==> config.mk <==
export PLATFORM = sky130hd
export DESIGN_NAME = one_wire_bus_master_flat
export DESIGN_NICKNAME = d
export VERILOG_FILES = /design/src/hw/rtl/owb_pkg.sv /design/src/hw/rtl/owb_in_if.sv /design/src/hw/rtl/owb_out_if.sv /design/src/hw/rtl/one_wire_bus_master.sv /design/src/hw/rtl/owb_cfg.sv /design/src/hw/rtl/owb_core.sv /design/src/hw/rtl/owb_out_reg.sv /design/src/flat_wrapper.sv
export SDC_FILE = /design/constraint.sdc
export NUM_CORES = 1
export LEC_CHECK = 0
export BUFFER_PORTS_ARGS = -buffer_cell sky130_fd_sc_hd__buf_2
export CAP_MARGIN = 5
export CORE_ASPECT_RATIO = 1.1
export CORE_MARGIN = 3
export CORE_UTILIZATION = 32
export CTS_BUF_LIST = sky130_fd_sc_hd__clkbuf_8
export DETAILED_ROUTE_END_ITERATION = 8
export PLACE_DENSITY = 0.55
export RECOVER_POWER = 100
export SLEW_MARGIN = 20
export SYNTH_ARGS = -nofsm -noshare
export SYNTH_HDL_FRONTEND = slang
export SYNTH_HIERARCHICAL = 1
export SYNTH_SLANG_ARGS = --single-unit
==> constraint.sdc <==
create_clock -name i_clk -period 7.5 [get_ports i_clk]
set_input_delay 1.125 -clock i_clk [delete_from_list [all_inputs] [get_ports i_clk]]
set_output_delay 1.125 -clock i_clk [all_outputs]
set_load 0.005 [all_outputs]
==> src/hw/rtl/owb_pkg.sv <==
package owb_pkg;

    // Timer width; phase counts above its range saturate
    localparam int TIMER_WIDTH = 16;
    localparam logic [63:0] TIMER_MAX = (64'd1 << TIMER_WIDTH) - 64'd1;

    localparam int CFG_DATA_W = 16;
    localparam int CFG_IDX_W  = 3;

    // Register indexes of the configuration port
    localparam logic [CFG_IDX_W-1:0] CFG_RESET_LOW    = 3'd0;
    localparam logic [CFG_IDX_W-1:0] CFG_RESET_SAMPLE = 3'd1;
    localparam logic [CFG_IDX_W-1:0] CFG_RESET_TAIL   = 3'd2;
    localparam logic [CFG_IDX_W-1:0] CFG_SLOT_LOW     = 3'd3;
    localparam logic [CFG_IDX_W-1:0] CFG_READ_SAMPLE  = 3'd4;
    localparam logic [CFG_IDX_W-1:0] CFG_READ_TAIL    = 3'd5;
    localparam logic [CFG_IDX_W-1:0] CFG_WRITE_REST   = 3'd6;

    // Request codes
    localparam logic [1:0] REQ_TICK  = 2'd0;
    localparam logic [1:0] REQ_RESET = 2'd1;
    localparam logic [1:0] REQ_WRITE = 2'd2;
    localparam logic [1:0] REQ_READ  = 2'd3;

    typedef struct packed {
        logic [CFG_DATA_W-1:0] reset_low_ticks;
        logic [CFG_DATA_W-1:0] reset_sample_ticks;
        logic [CFG_DATA_W-1:0] reset_tail_ticks;
        logic [CFG_DATA_W-1:0] slot_low_ticks;
        logic [CFG_DATA_W-1:0] read_sample_ticks;
        logic [CFG_DATA_W-1:0] read_tail_ticks;
        logic [CFG_DATA_W-1:0] write_rest_ticks;
    } t_cfg;

    typedef struct packed {
        logic       drive_low;
        logic       busy_res;
        logic       op_done;
        logic [7:0] read_byte;
        logic       presence_level;
        logic       cmd_rejected;
    } t_res;

    // Map a register count to a timer load: zero acts as one, saturate at the top
    function automatic logic [TIMER_WIDTH-1:0] clamp_ticks(input logic [CFG_DATA_W-1:0] v);
        logic [63:0] w;
        w = {{(64-CFG_DATA_W){1'b0}}, v};
        if (w == 64'd0) begin
            w = 64'd1;
        end
        if (w > TIMER_MAX) begin
            w = TIMER_MAX;
        end
        return w[TIMER_WIDTH-1:0];
    endfunction

endpackage

==> src/hw/rtl/owb_in_if.sv <==
interface owb_in_if;
    logic       valid;
    logic       ready;
    logic [1:0] req_type;
    logic [7:0] write_byte;
    logic       line_level;

    modport source (output valid, output req_type, output write_byte, output line_level,
                    input ready);
    modport sink (input valid, input req_type, input write_byte, input line_level,
                  output ready);
endinterface

==> src/hw/rtl/owb_out_if.sv <==
interface owb_out_if;
    logic       valid;
    logic       ready;
    logic       drive_low;
    logic       busy_res;
    logic       op_done;
    logic [7:0] read_byte;
    logic       presence_level;
    logic       cmd_rejected;

    modport source (output valid, output drive_low, output busy_res, output op_done,
                    output read_byte, output presence_level, output cmd_rejected,
                    input ready);
    modport sink (input valid, input drive_low, input busy_res, input op_done,
                  input read_byte, input presence_level, input cmd_rejected,
                  output ready);
endinterface

==> src/hw/rtl/one_wire_bus_master.sv <==
// One-wire bus master: one tick transaction in, one result transaction out.
// The result of a tick is loaded into the output register when the tick is accepted.
// Throughput: one tick per cycle; the only limit is the output register, which
// takes a new result whenever it is empty or its result is taken in that cycle.
// Reset (i_rst_n low at a clock edge): bus idle, output empty, registers at defaults.
module one_wire_bus_master (
    input  logic                             i_clk,
    input  logic                             i_rst_n,
    owb_in_if.sink                           i_req,
    owb_out_if.source                        o_res,
    input  logic                             i_cfg_we,
    input  logic [owb_pkg::CFG_IDX_W-1:0]    i_cfg_idx,
    input  logic [owb_pkg::CFG_DATA_W-1:0]   i_cfg_data
);
    import owb_pkg::*;

    t_cfg cfg;
    t_res res;
    logic can_load;
    logic accept;

    assign i_req.ready = can_load;
    assign accept      = i_req.valid && can_load;

    owb_cfg u_cfg (
        .i_clk      (i_clk),
        .i_rst_n    (i_rst_n),
        .i_cfg_we   (i_cfg_we),
        .i_cfg_idx  (i_cfg_idx),
        .i_cfg_data (i_cfg_data),
        .o_cfg      (cfg)
    );

    owb_core u_core (
        .i_clk        (i_clk),
        .i_rst_n      (i_rst_n),
        .i_accept     (accept),
        .i_req_type   (i_req.req_type),
        .i_write_byte (i_req.write_byte),
        .i_line_level (i_req.line_level),
        .i_cfg        (cfg),
        .o_res        (res)
    );

    owb_out_reg u_out (
        .i_clk      (i_clk),
        .i_rst_n    (i_rst_n),
        .i_load     (accept),
        .i_res      (res),
        .o_can_load (can_load),
        .o_res      (o_res)
    );

endmodule

==> src/hw/rtl/owb_cfg.sv <==
module owb_cfg (
    input  logic                             i_clk,
    input  logic                             i_rst_n,
    input  logic                             i_cfg_we,
    input  logic [owb_pkg::CFG_IDX_W-1:0]    i_cfg_idx,
    input  logic [owb_pkg::CFG_DATA_W-1:0]   i_cfg_data,
    output owb_pkg::t_cfg                    o_cfg
);
    import owb_pkg::*;

    t_cfg r_cfg;

    // Load defaults on reset, then take writes by index; others are dropped
    always_ff @(posedge i_clk) begin
        if (!i_rst_n) begin
            r_cfg.reset_low_ticks    <= 16'd500;
            r_cfg.reset_sample_ticks <= 16'd100;
            r_cfg.reset_tail_ticks   <= 16'd400;
            r_cfg.slot_low_ticks     <= 16'd10;
            r_cfg.read_sample_ticks  <= 16'd1;
            r_cfg.read_tail_ticks    <= 16'd60;
            r_cfg.write_rest_ticks   <= 16'd50;
        end else if (i_cfg_we) begin
            unique case (i_cfg_idx)
                CFG_RESET_LOW:    r_cfg.reset_low_ticks    <= i_cfg_data;
                CFG_RESET_SAMPLE: r_cfg.reset_sample_ticks <= i_cfg_data;
                CFG_RESET_TAIL:   r_cfg.reset_tail_ticks   <= i_cfg_data;
                CFG_SLOT_LOW:     r_cfg.slot_low_ticks     <= i_cfg_data;
                CFG_READ_SAMPLE:  r_cfg.read_sample_ticks  <= i_cfg_data;
                CFG_READ_TAIL:    r_cfg.read_tail_ticks    <= i_cfg_data;
                CFG_WRITE_REST:   r_cfg.write_rest_ticks   <= i_cfg_data;
                default: ;
            endcase
        end
    end

    assign o_cfg = r_cfg;

endmodule

==> src/hw/rtl/owb_core.sv <==
module owb_core (
    input  logic           i_clk,
    input  logic           i_rst_n,
    input  logic           i_accept,
    input  logic [1:0]     i_req_type,
    input  logic [7:0]     i_write_byte,
    input  logic           i_line_level,
    input  owb_pkg::t_cfg  i_cfg,
    output owb_pkg::t_res  o_res
);
    import owb_pkg::*;

    typedef enum logic [3:0] {
        PH_IDLE     = 4'd0,
        PH_RST_LOW  = 4'd1,
        PH_RST_WAIT = 4'd2,
        PH_RST_TAIL = 4'd3,
        PH_W_LOW    = 4'd4,
        PH_W_REST   = 4'd5,
        PH_R_LOW    = 4'd6,
        PH_R_WAIT   = 4'd7,
        PH_R_TAIL   = 4'd8
    } t_phase;

    t_phase                 r_phase,    n_phase;
    logic [TIMER_WIDTH-1:0] r_timer,    n_timer;
    logic [7:0]             r_shift,    n_shift;
    logic [2:0]             r_bit,      n_bit;
    logic                   r_presence, n_presence;
    logic [7:0]             r_read,     n_read;

    t_phase                 e_phase;
    logic [TIMER_WIDTH-1:0] e_timer;
    logic [7:0]             e_shift;
    logic [2:0]             e_bit;
    logic                   busy;
    logic                   done;
    logic                   drive;
    logic                   rej;

    always_comb begin
        // Start a command on an idle tick; that tick is the first of its first phase
        e_phase = r_phase;
        e_timer = r_timer;
        e_shift = r_shift;
        e_bit   = r_bit;
        rej     = 1'b0;
        if (r_phase == PH_IDLE) begin
            if (i_req_type != REQ_TICK) begin
                e_bit = 3'd0;
                unique case (i_req_type)
                    REQ_RESET: begin
                        e_phase = PH_RST_LOW;
                        e_timer = clamp_ticks(i_cfg.reset_low_ticks);
                    end
                    REQ_WRITE: begin
                        e_shift = i_write_byte;
                        e_phase = PH_W_LOW;
                        e_timer = clamp_ticks(i_cfg.slot_low_ticks);
                    end
                    default: begin
                        e_shift = 8'd0;
                        e_phase = PH_R_LOW;
                        e_timer = clamp_ticks(i_cfg.slot_low_ticks);
                    end
                endcase
            end
        end else if (i_req_type != REQ_TICK) begin
            rej = 1'b1;
        end

        busy       = (e_phase != PH_IDLE);
        drive      = 1'b0;
        done       = 1'b0;
        n_phase    = e_phase;
        n_timer    = e_timer;
        n_shift    = e_shift;
        n_bit      = e_bit;
        n_presence = r_presence;
        n_read     = r_read;

        if (busy) begin
            // Drive low in the low phases, and in a write rest for a zero bit
            unique case (e_phase)
                PH_RST_LOW, PH_W_LOW, PH_R_LOW: drive = 1'b1;
                PH_W_REST:                      drive = ~e_shift[e_bit];
                default:                        drive = 1'b0;
            endcase

            // Count down the phase, then advance on its last tick
            if (e_timer > TIMER_WIDTH'(1)) begin
                n_timer = e_timer - TIMER_WIDTH'(1);
            end else begin
                unique case (e_phase)
                    PH_RST_LOW: begin
                        n_phase = PH_RST_WAIT;
                        n_timer = clamp_ticks(i_cfg.reset_sample_ticks);
                    end
                    PH_RST_WAIT: begin
                        n_presence = i_line_level;
                        n_phase    = PH_RST_TAIL;
                        n_timer    = clamp_ticks(i_cfg.reset_tail_ticks);
                    end
                    PH_W_LOW: begin
                        n_phase = PH_W_REST;
                        n_timer = clamp_ticks(i_cfg.write_rest_ticks);
                    end
                    PH_W_REST: begin
                        if (e_bit == 3'd7) begin
                            done = 1'b1;
                        end else begin
                            n_bit   = e_bit + 3'd1;
                            n_phase = PH_W_LOW;
                            n_timer = clamp_ticks(i_cfg.slot_low_ticks);
                        end
                    end
                    PH_R_LOW: begin
                        n_phase = PH_R_WAIT;
                        n_timer = clamp_ticks(i_cfg.read_sample_ticks);
                    end
                    PH_R_WAIT: begin
                        n_shift[e_bit] = e_shift[e_bit] | i_line_level;
                        n_phase        = PH_R_TAIL;
                        n_timer        = clamp_ticks(i_cfg.read_tail_ticks);
                    end
                    PH_R_TAIL: begin
                        if (e_bit == 3'd7) begin
                            n_read = e_shift;
                            done   = 1'b1;
                        end else begin
                            n_bit   = e_bit + 3'd1;
                            n_phase = PH_R_LOW;
                            n_timer = clamp_ticks(i_cfg.slot_low_ticks);
                        end
                    end
                    PH_RST_TAIL: begin
                        done = 1'b1;
                    end
                    default: begin
                        n_phase = PH_IDLE;
                    end
                endcase
                // Return to idle at the end of an operation
                if (done || n_phase == PH_IDLE) begin
                    n_phase = PH_IDLE;
                    n_timer = '0;
                    n_bit   = 3'd0;
                end
            end
        end

        o_res.drive_low      = drive;
        o_res.busy_res       = busy;
        o_res.op_done        = done;
        o_res.read_byte      = n_read;
        o_res.presence_level = n_presence;
        o_res.cmd_rejected   = rej;
    end

    // Advance the bus state once per accepted tick
    always_ff @(posedge i_clk) begin
        if (!i_rst_n) begin
            r_phase    <= PH_IDLE;
            r_timer    <= '0;
            r_shift    <= 8'd0;
            r_bit      <= 3'd0;
            r_presence <= 1'b1;
            r_read     <= 8'd0;
        end else if (i_accept) begin
            r_phase    <= n_phase;
            r_timer    <= n_timer;
            r_shift    <= n_shift;
            r_bit      <= n_bit;
            r_presence <= n_presence;
            r_read     <= n_read;
        end
    end

endmodule

==> src/hw/rtl/owb_out_reg.sv <==
module owb_out_reg (
    input  logic           i_clk,
    input  logic           i_rst_n,
    input  logic           i_load,
    input  owb_pkg::t_res  i_res,
    output logic           o_can_load,
    owb_out_if.source      o_res
);
    import owb_pkg::*;

    logic r_valid;
    t_res r_res;

    // Take a new result when empty or when the held one leaves this cycle
    assign o_can_load = !r_valid || o_res.ready;

    always_ff @(posedge i_clk) begin
        if (!i_rst_n) begin
            r_valid <= 1'b0;
        end else if (o_can_load) begin
            r_valid <= i_load;
        end
    end

    // Hold the payload until the transaction completes
    always_ff @(posedge i_clk) begin
        if (o_can_load && i_load) begin
            r_res <= i_res;
        end
    end

    assign o_res.valid          = r_valid;
    assign o_res.drive_low      = r_res.drive_low;
    assign o_res.busy_res       = r_res.busy_res;
    assign o_res.op_done        = r_res.op_done;
    assign o_res.read_byte      = r_res.read_byte;
    assign o_res.presence_level = r_res.presence_level;
    assign o_res.cmd_rejected   = r_res.cmd_rejected;

endmodule
==> src/flat_wrapper.sv <==
// flat-port wrapper written by rule: the top's interface ports become plain ports
module one_wire_bus_master_flat import owb_pkg::*;
  (i_clk, i_rst_n, i_cfg_we, i_cfg_idx, i_cfg_data, i_req_valid, i_req_req_type, i_req_write_byte, i_req_line_level, i_req_ready, o_res_valid, o_res_drive_low, o_res_busy_res, o_res_op_done, o_res_read_byte, o_res_presence_level, o_res_cmd_rejected, o_res_ready);
  owb_in_if i_req_i ();
  owb_out_if o_res_i ();
  input  logic i_clk;
  input  logic i_rst_n;
  input  logic i_cfg_we;
  input  logic [owb_pkg::CFG_IDX_W-1:0] i_cfg_idx;
  input  logic [owb_pkg::CFG_DATA_W-1:0] i_cfg_data;
  input wire logic [$bits(i_req_i.valid)-1:0] i_req_valid;
  input wire logic [$bits(i_req_i.req_type)-1:0] i_req_req_type;
  input wire logic [$bits(i_req_i.write_byte)-1:0] i_req_write_byte;
  input wire logic [$bits(i_req_i.line_level)-1:0] i_req_line_level;
  output wire logic [$bits(i_req_i.ready)-1:0] i_req_ready;
  output wire logic [$bits(o_res_i.valid)-1:0] o_res_valid;
  output wire logic [$bits(o_res_i.drive_low)-1:0] o_res_drive_low;
  output wire logic [$bits(o_res_i.busy_res)-1:0] o_res_busy_res;
  output wire logic [$bits(o_res_i.op_done)-1:0] o_res_op_done;
  output wire logic [$bits(o_res_i.read_byte)-1:0] o_res_read_byte;
  output wire logic [$bits(o_res_i.presence_level)-1:0] o_res_presence_level;
  output wire logic [$bits(o_res_i.cmd_rejected)-1:0] o_res_cmd_rejected;
  input wire logic [$bits(o_res_i.ready)-1:0] o_res_ready;
  assign i_req_i.valid = i_req_valid;
  assign i_req_i.req_type = i_req_req_type;
  assign i_req_i.write_byte = i_req_write_byte;
  assign i_req_i.line_level = i_req_line_level;
  assign i_req_ready = i_req_i.ready;
  assign o_res_valid = o_res_i.valid;
  assign o_res_drive_low = o_res_i.drive_low;
  assign o_res_busy_res = o_res_i.busy_res;
  assign o_res_op_done = o_res_i.op_done;
  assign o_res_read_byte = o_res_i.read_byte;
  assign o_res_presence_level = o_res_i.presence_level;
  assign o_res_cmd_rejected = o_res_i.cmd_rejected;
  assign o_res_i.ready = o_res_ready;
  one_wire_bus_master u_core (.i_clk(i_clk), .i_rst_n(i_rst_n), .i_req(i_req_i), .o_res(o_res_i), .i_cfg_we(i_cfg_we), .i_cfg_idx(i_cfg_idx), .i_cfg_data(i_cfg_data));
endmodule
==> Implementation_results.wiki <==
{| class="wikitable"
! Metric !! Value
|-
| Result of the run || finished, violations left
|-
| Failing checks || max-capacitance violations, max-slew violations
|-
| Setup tns final || 0 ns
|-
| Endpoint class of the critical path || flop
|-
| Remaining global-route overflow || 0
|-
| Initial antenna violation count || 0
|-
| Synthesis-to-finish area growth || 9.132%
|-
| Power consumption || approximately 2 mW
|-
| CP Cell Sequence || buf_2, inv_1, ha_1, inv_1, nand2_1, o22a_1, and3_1, o21ai_2, clkbuf_1, nor3_1, mux2_2
|-
| Top cell type's share of synthesized area || around a third
|-
| Wire length of the first global-routing pass || 43,750 µm
|-
| Ranking of synthesized cells by area || sky130_fd_sc_hd__dfxtp_1, sky130_fd_sc_hd__mux2i_1, sky130_fd_sc_hd__nand2_1, sky130_fd_sc_hd__edfxtp_1, sky130_fd_sc_hd__nor2b_1
|-
| Number of hold buffers added after CTS || 0
|-
| Wirelength, routed || 28,210 µm
|-
| Data arrival time at the worst-slack endpoint || about 6.3 ns
|-
| Clk sinks || approximately 170
|-
| Post-synthesis async set-or-reset flop share || 0%
|-
| Normalized max-slew margin || -111.9%
|-
| Critical path launch point type || primary input
|-
| Antenna diode instance count || 0
|-
| WL per Instance || 20.28 µm
|-
| Post-layout min period || around 6.1 ns
|-
| Total clock buffers created by CTS || 17
|-
| CTS Root Buffer Type || sky130_fd_sc_hd__clkbuf_8
|-
| Number of pins with negative max-slew slack in the final report || 180
|-
| PostCTS Resize Cnt || 0
|-
| Worst hold margin || around 0.47 ns
|-
| Vias in the first global route || ~7,600
|-
| Register bit total from synthesis || ~170
|-
| Worst Tran Pin Value || approximately 3.2 ns
|-
| Setup clock skew after layout || between 0.015 and 0.02 ns
|-
| Maximum number of pins on one net before global-route repair || 91
|-
| Proportion of synthesized chip area in sequential cells || between 30% and 40%
|-
| Number of remaining DRC errors || 0
|-
| Number of top-level pins || 50
|-
| Placed Area || ~9400 µm²
|-
| Number of different library cells in the post-synthesis netlist || between 70 and 80
|-
| Peak Freq || 165.0 MHz
|-
| GRT Overall Usage || around a fifth
|-
| Final Setup Violations || 0
|-
| Via density per instance || 5.670
|-
| RSZ-0062 raised after global routing || false
|-
| Worst-Skew Late Latency || ~0.47 ns
|-
| Ratio of cells with drive above 1 in the final layout || 9.961%
|-
| Min-delay worst type || reg2reg
|-
| Primary FF master, synth || sky130_fd_sc_hd__dfxtp_1
|-
| Cell type group with the largest total delay on the critical path || simple AND/OR/NAND/NOR gates
|-
| Standard cell core area || around 27,000 µm²
|-
| Library cell appearing most often on the critical path || sky130_fd_sc_hd__inv_1
|-
| Max-capacitance violation count || 4
|-
| Initial DRT Pass Iterations || 6
|-
| Number of failing hold endpoints at the final stage || 0
|-
| Placer congestion estimate || 0.9367
|-
| Post-CTS Setup Inserts || 0
|-
| Largest fanout on the critical path || 35
|-
| Power density cells || around 210 nW/µm²
|-
| Area of the die || approximately 30,000 µm²
|-
| Type of the worst setup path || in2reg
|-
| Number of buffers inserted by port buffering || 49
|-
| First DRT Iteration DRCs || between 1,000 and 1,500
|-
| Clock transition at the register clock pins on the worst setup and hold paths after CTS || roughly 0.10 ns
|-
| Post-detailed-placement half-perimeter wirelength || ~20,000 µm
|-
| TritonCTS clock tree || built
|-
| Via total after detailed routing || between 7,000 and 8,000
|-
| Layout net count || approximately 1,100
|-
| Number of flops mapped to enable cells by yosys || 13
|-
| Floorplan row count || 63
|-
| Fin crit share || about four fifths
|-
| Die boundary height || about 180 µm
|-
| Number of buffer and inverter stages on the critical path || 4
|-
| Maximum clock path buffer count || 2
|-
| Net count after synthesis || approximately 1,100
|-
| Number of standard cells after synthesis || approximately 1,000
|-
| Post-synth design cell area || 8906 µm²
|-
| H-tree depth || 4
|-
| Number of warnings reported in the yosys synthesis log || 6
|-
| Pleak || just under 4 nW
|-
| Initial Utilization || around 33%
|-
| CP max stage cell || sky130_fd_sc_hd__nor3_1
|-
| Max incr delay on CP || roughly 1.3 ns
|-
| Final cell area excluding filler cells || slightly below 10,000 µm²
|-
| Worst vdd rail ir drop || around 80 µV
|-
| Worst EP required || roughly 7.7 ns
|-
| Post-Syn Area per Cell || ~8.8 µm²
|-
| Antenna violation net count after detailed routing || 0
|-
| Die extent in x || roughly 170 µm
|-
| Area leader, netlist || sky130_fd_sc_hd__dfxtp_1
|-
| Fill count || about 2,800
|}
-- registers in the layout, indices dropped and copies added (netlist names) --
register,count
u_core/u_out/o_res.presence_level,1
u_core/u_out/o_res.cmd_rejected,1
u_core/u_out/o_res.valid,1
u_core/u_cfg/o_cfg,112
u_core/u_core/r_phase,4
u_core/u_out/o_res.read_byte,8
u_core/u_core/r_presence,1
u_core/u_core/r_bit,3
u_core/u_core/r_timer,16
u_core/u_out/o_res.op_done,1
u_core/u_out/o_res.busy_res,1
u_core/u_core/r_shift,8
u_core/u_out/o_res.drive_low,1
u_core/u_core/r_read,8
-- layout make-up --
class                           count  area [µm²]  area share, %
Multi-Input combinational cell    756        5027          51.73
Sequential cell                   166        3453          35.53
Tap cell                          357       446.7          4.596
Timing Repair Buffer               67       341.6          3.514
Clock buffer                       19       261.5          2.691
Clock inverter                     13       140.1          1.442
Inverter                           13       48.80         0.5021
-- synthesized netlist by cell type, types with 6 or more instances --
cell and count:
sky130_fd_sc_hd__clkbuf_1 41, sky130_fd_sc_hd__o31ai_1 7, sky130_fd_sc_hd__buf_1 8, sky130_fd_sc_hd__or3_1 6, sky130_fd_sc_hd__a21oi_1 37, sky130_fd_sc_hd__a22o_1 7
sky130_fd_sc_hd__o211ai_1 7, sky130_fd_sc_hd__mux2i_1 128, sky130_fd_sc_hd__a22oi_1 21, sky130_fd_sc_hd__a31oi_1 12, sky130_fd_sc_hd__nand2_1 165, sky130_fd_sc_hd__o21ai_0 35
sky130_fd_sc_hd__o221ai_1 7, sky130_fd_sc_hd__edfxtp_1 13, sky130_fd_sc_hd__inv_1 12, sky130_fd_sc_hd__nand3_1 21, sky130_fd_sc_hd__buf_2 18, sky130_fd_sc_hd__dfxtp_1 153
sky130_fd_sc_hd__and3_1 6, sky130_fd_sc_hd__nor2_1 53, sky130_fd_sc_hd__nor2b_1 43, sky130_fd_sc_hd__nand4b_1 6, sky130_fd_sc_hd__buf_4 7, sky130_fd_sc_hd__nor4_1 30
sky130_fd_sc_hd__a222oi_1 15, sky130_fd_sc_hd__mux2_2 11, sky130_fd_sc_hd__nor3_1 24, sky130_fd_sc_hd__nand4_1 14, sky130_fd_sc_hd__ha_1 6
-- worst reg2reg max path, delay by kind of cell, from the launching register on --
family	cells	cell delay (ns)
buffers and inverters	1	0.40
AND/OR/NAND/NOR	4	3.04
AO/OA/AOI/OAI	2	0.91
multiplexers	1	0.44
flip-flops	1	0.51
-- layout by cell type, fill, tap and decap left out, types with 4 or more instances in the layout --
master	instances
sky130_fd_sc_hd__a221oi_1	4
sky130_fd_sc_hd__o31ai_1	7
sky130_fd_sc_hd__or3_1	6
sky130_fd_sc_hd__or4_1	4
sky130_fd_sc_hd__nand3_1	21
sky130_fd_sc_hd__and4_1	5
sky130_fd_sc_hd__nor4_1	31
sky130_fd_sc_hd__o211ai_1	7
sky130_fd_sc_hd__and3_1	6
sky130_fd_sc_hd__ha_1	6
sky130_fd_sc_hd__nor2_1	53
sky130_fd_sc_hd__a211oi_1	4
sky130_fd_sc_hd__mux2_2	11
sky130_fd_sc_hd__a222oi_1	15
sky130_fd_sc_hd__and2_0	4
sky130_fd_sc_hd__nand2_1	166
sky130_fd_sc_hd__a221o_1	4
sky130_fd_sc_hd__nor3_1	26
sky130_fd_sc_hd__edfxtp_1	13
sky130_fd_sc_hd__mux2i_1	128
sky130_fd_sc_hd__o221ai_1	7
sky130_fd_sc_hd__a31oi_1	12
sky130_fd_sc_hd__xor2_1	5
sky130_fd_sc_hd__nand4b_1	6
sky130_fd_sc_hd__o21ai_0	36
sky130_fd_sc_hd__a22oi_1	21
sky130_fd_sc_hd__nor4b_1	4
sky130_fd_sc_hd__inv_1	13
sky130_fd_sc_hd__buf_4	12
sky130_fd_sc_hd__a22o_1	7
sky130_fd_sc_hd__clkbuf_8	19
sky130_fd_sc_hd__nor2b_1	43
sky130_fd_sc_hd__a21oi_1	37
sky130_fd_sc_hd__clkbuf_1	19
sky130_fd_sc_hd__inv_6	4
sky130_fd_sc_hd__o211a_1	5
sky130_fd_sc_hd__nand4_1	14
sky130_fd_sc_hd__dfxtp_1	153
sky130_fd_sc_hd__buf_2	35
-- per-layer routing --
layer  vias up  GRT usage [%]  share of wire, %
met3        39          3.944               6.8
li1       3746              -                 -
met2       291          29.81                47
met4         0          6.376               2.1
met1      3811          24.90                44
met5         -              0                 0
-- stage by stage --
stage | cells | setup WS, ns | utilization (%)
after CTS | 1391 | 2.583 | 36.02
final | 1391 | 1.439 | 35.74
after global placement | 1359 | 2.194 | 34.54
after global routing | 1391 | 1.172 | 35.74
after floorplan | 1013 | 3.573 | -
after detailed placement | 1359 | 2.076 | 34.54
-- cell families (layout without fill, tap and decap cells) --
group | count (synthesis) | after routing | share of synthesized area, %
multiplexers | 139 | 139 | 15.78
XOR/XNOR | 6 | 6 | 0.5900
flip-flops | 166 | 166 | 38.77
adder cells (fa/ha/maj) | 6 | 6 | 0.8429
AO/OA/AOI/OAI | 198 | 198 | 15.82
AND/OR/NAND/NOR | 407 | 407 | 23.48
buffers and inverters | 91 | 112 | 4.720
-- path summary, 6_finish.rpt --
| path | startpoint | end | slack [ns] | cells past startpoint |
|---|---|---|---|---|
| worst max-delay path | i_req_req_type[1] | u_core/u_out/o_res.read_byte[0] | 1.44 | 11 |
| worst min-delay path | u_core/u_core/r_timer[8] | u_core/u_core/r_timer[8] | 0.47 | 2 |
| worst max register to register | u_core/u_core/r_phase[1] | u_core/u_out/o_res.read_byte[0] | 1.98 | 8 |
| worst min register to register | u_core/u_core/r_timer[8] | u_core/u_core/r_timer[8] | 0.47 | 2 |
-- report_power, final --
part	internal, mW	switching [mW]
registers	0.924	0.0331
clock network	0.293	0.375
logic	0.128	0.250
Power figures use the tool's default switching activity.
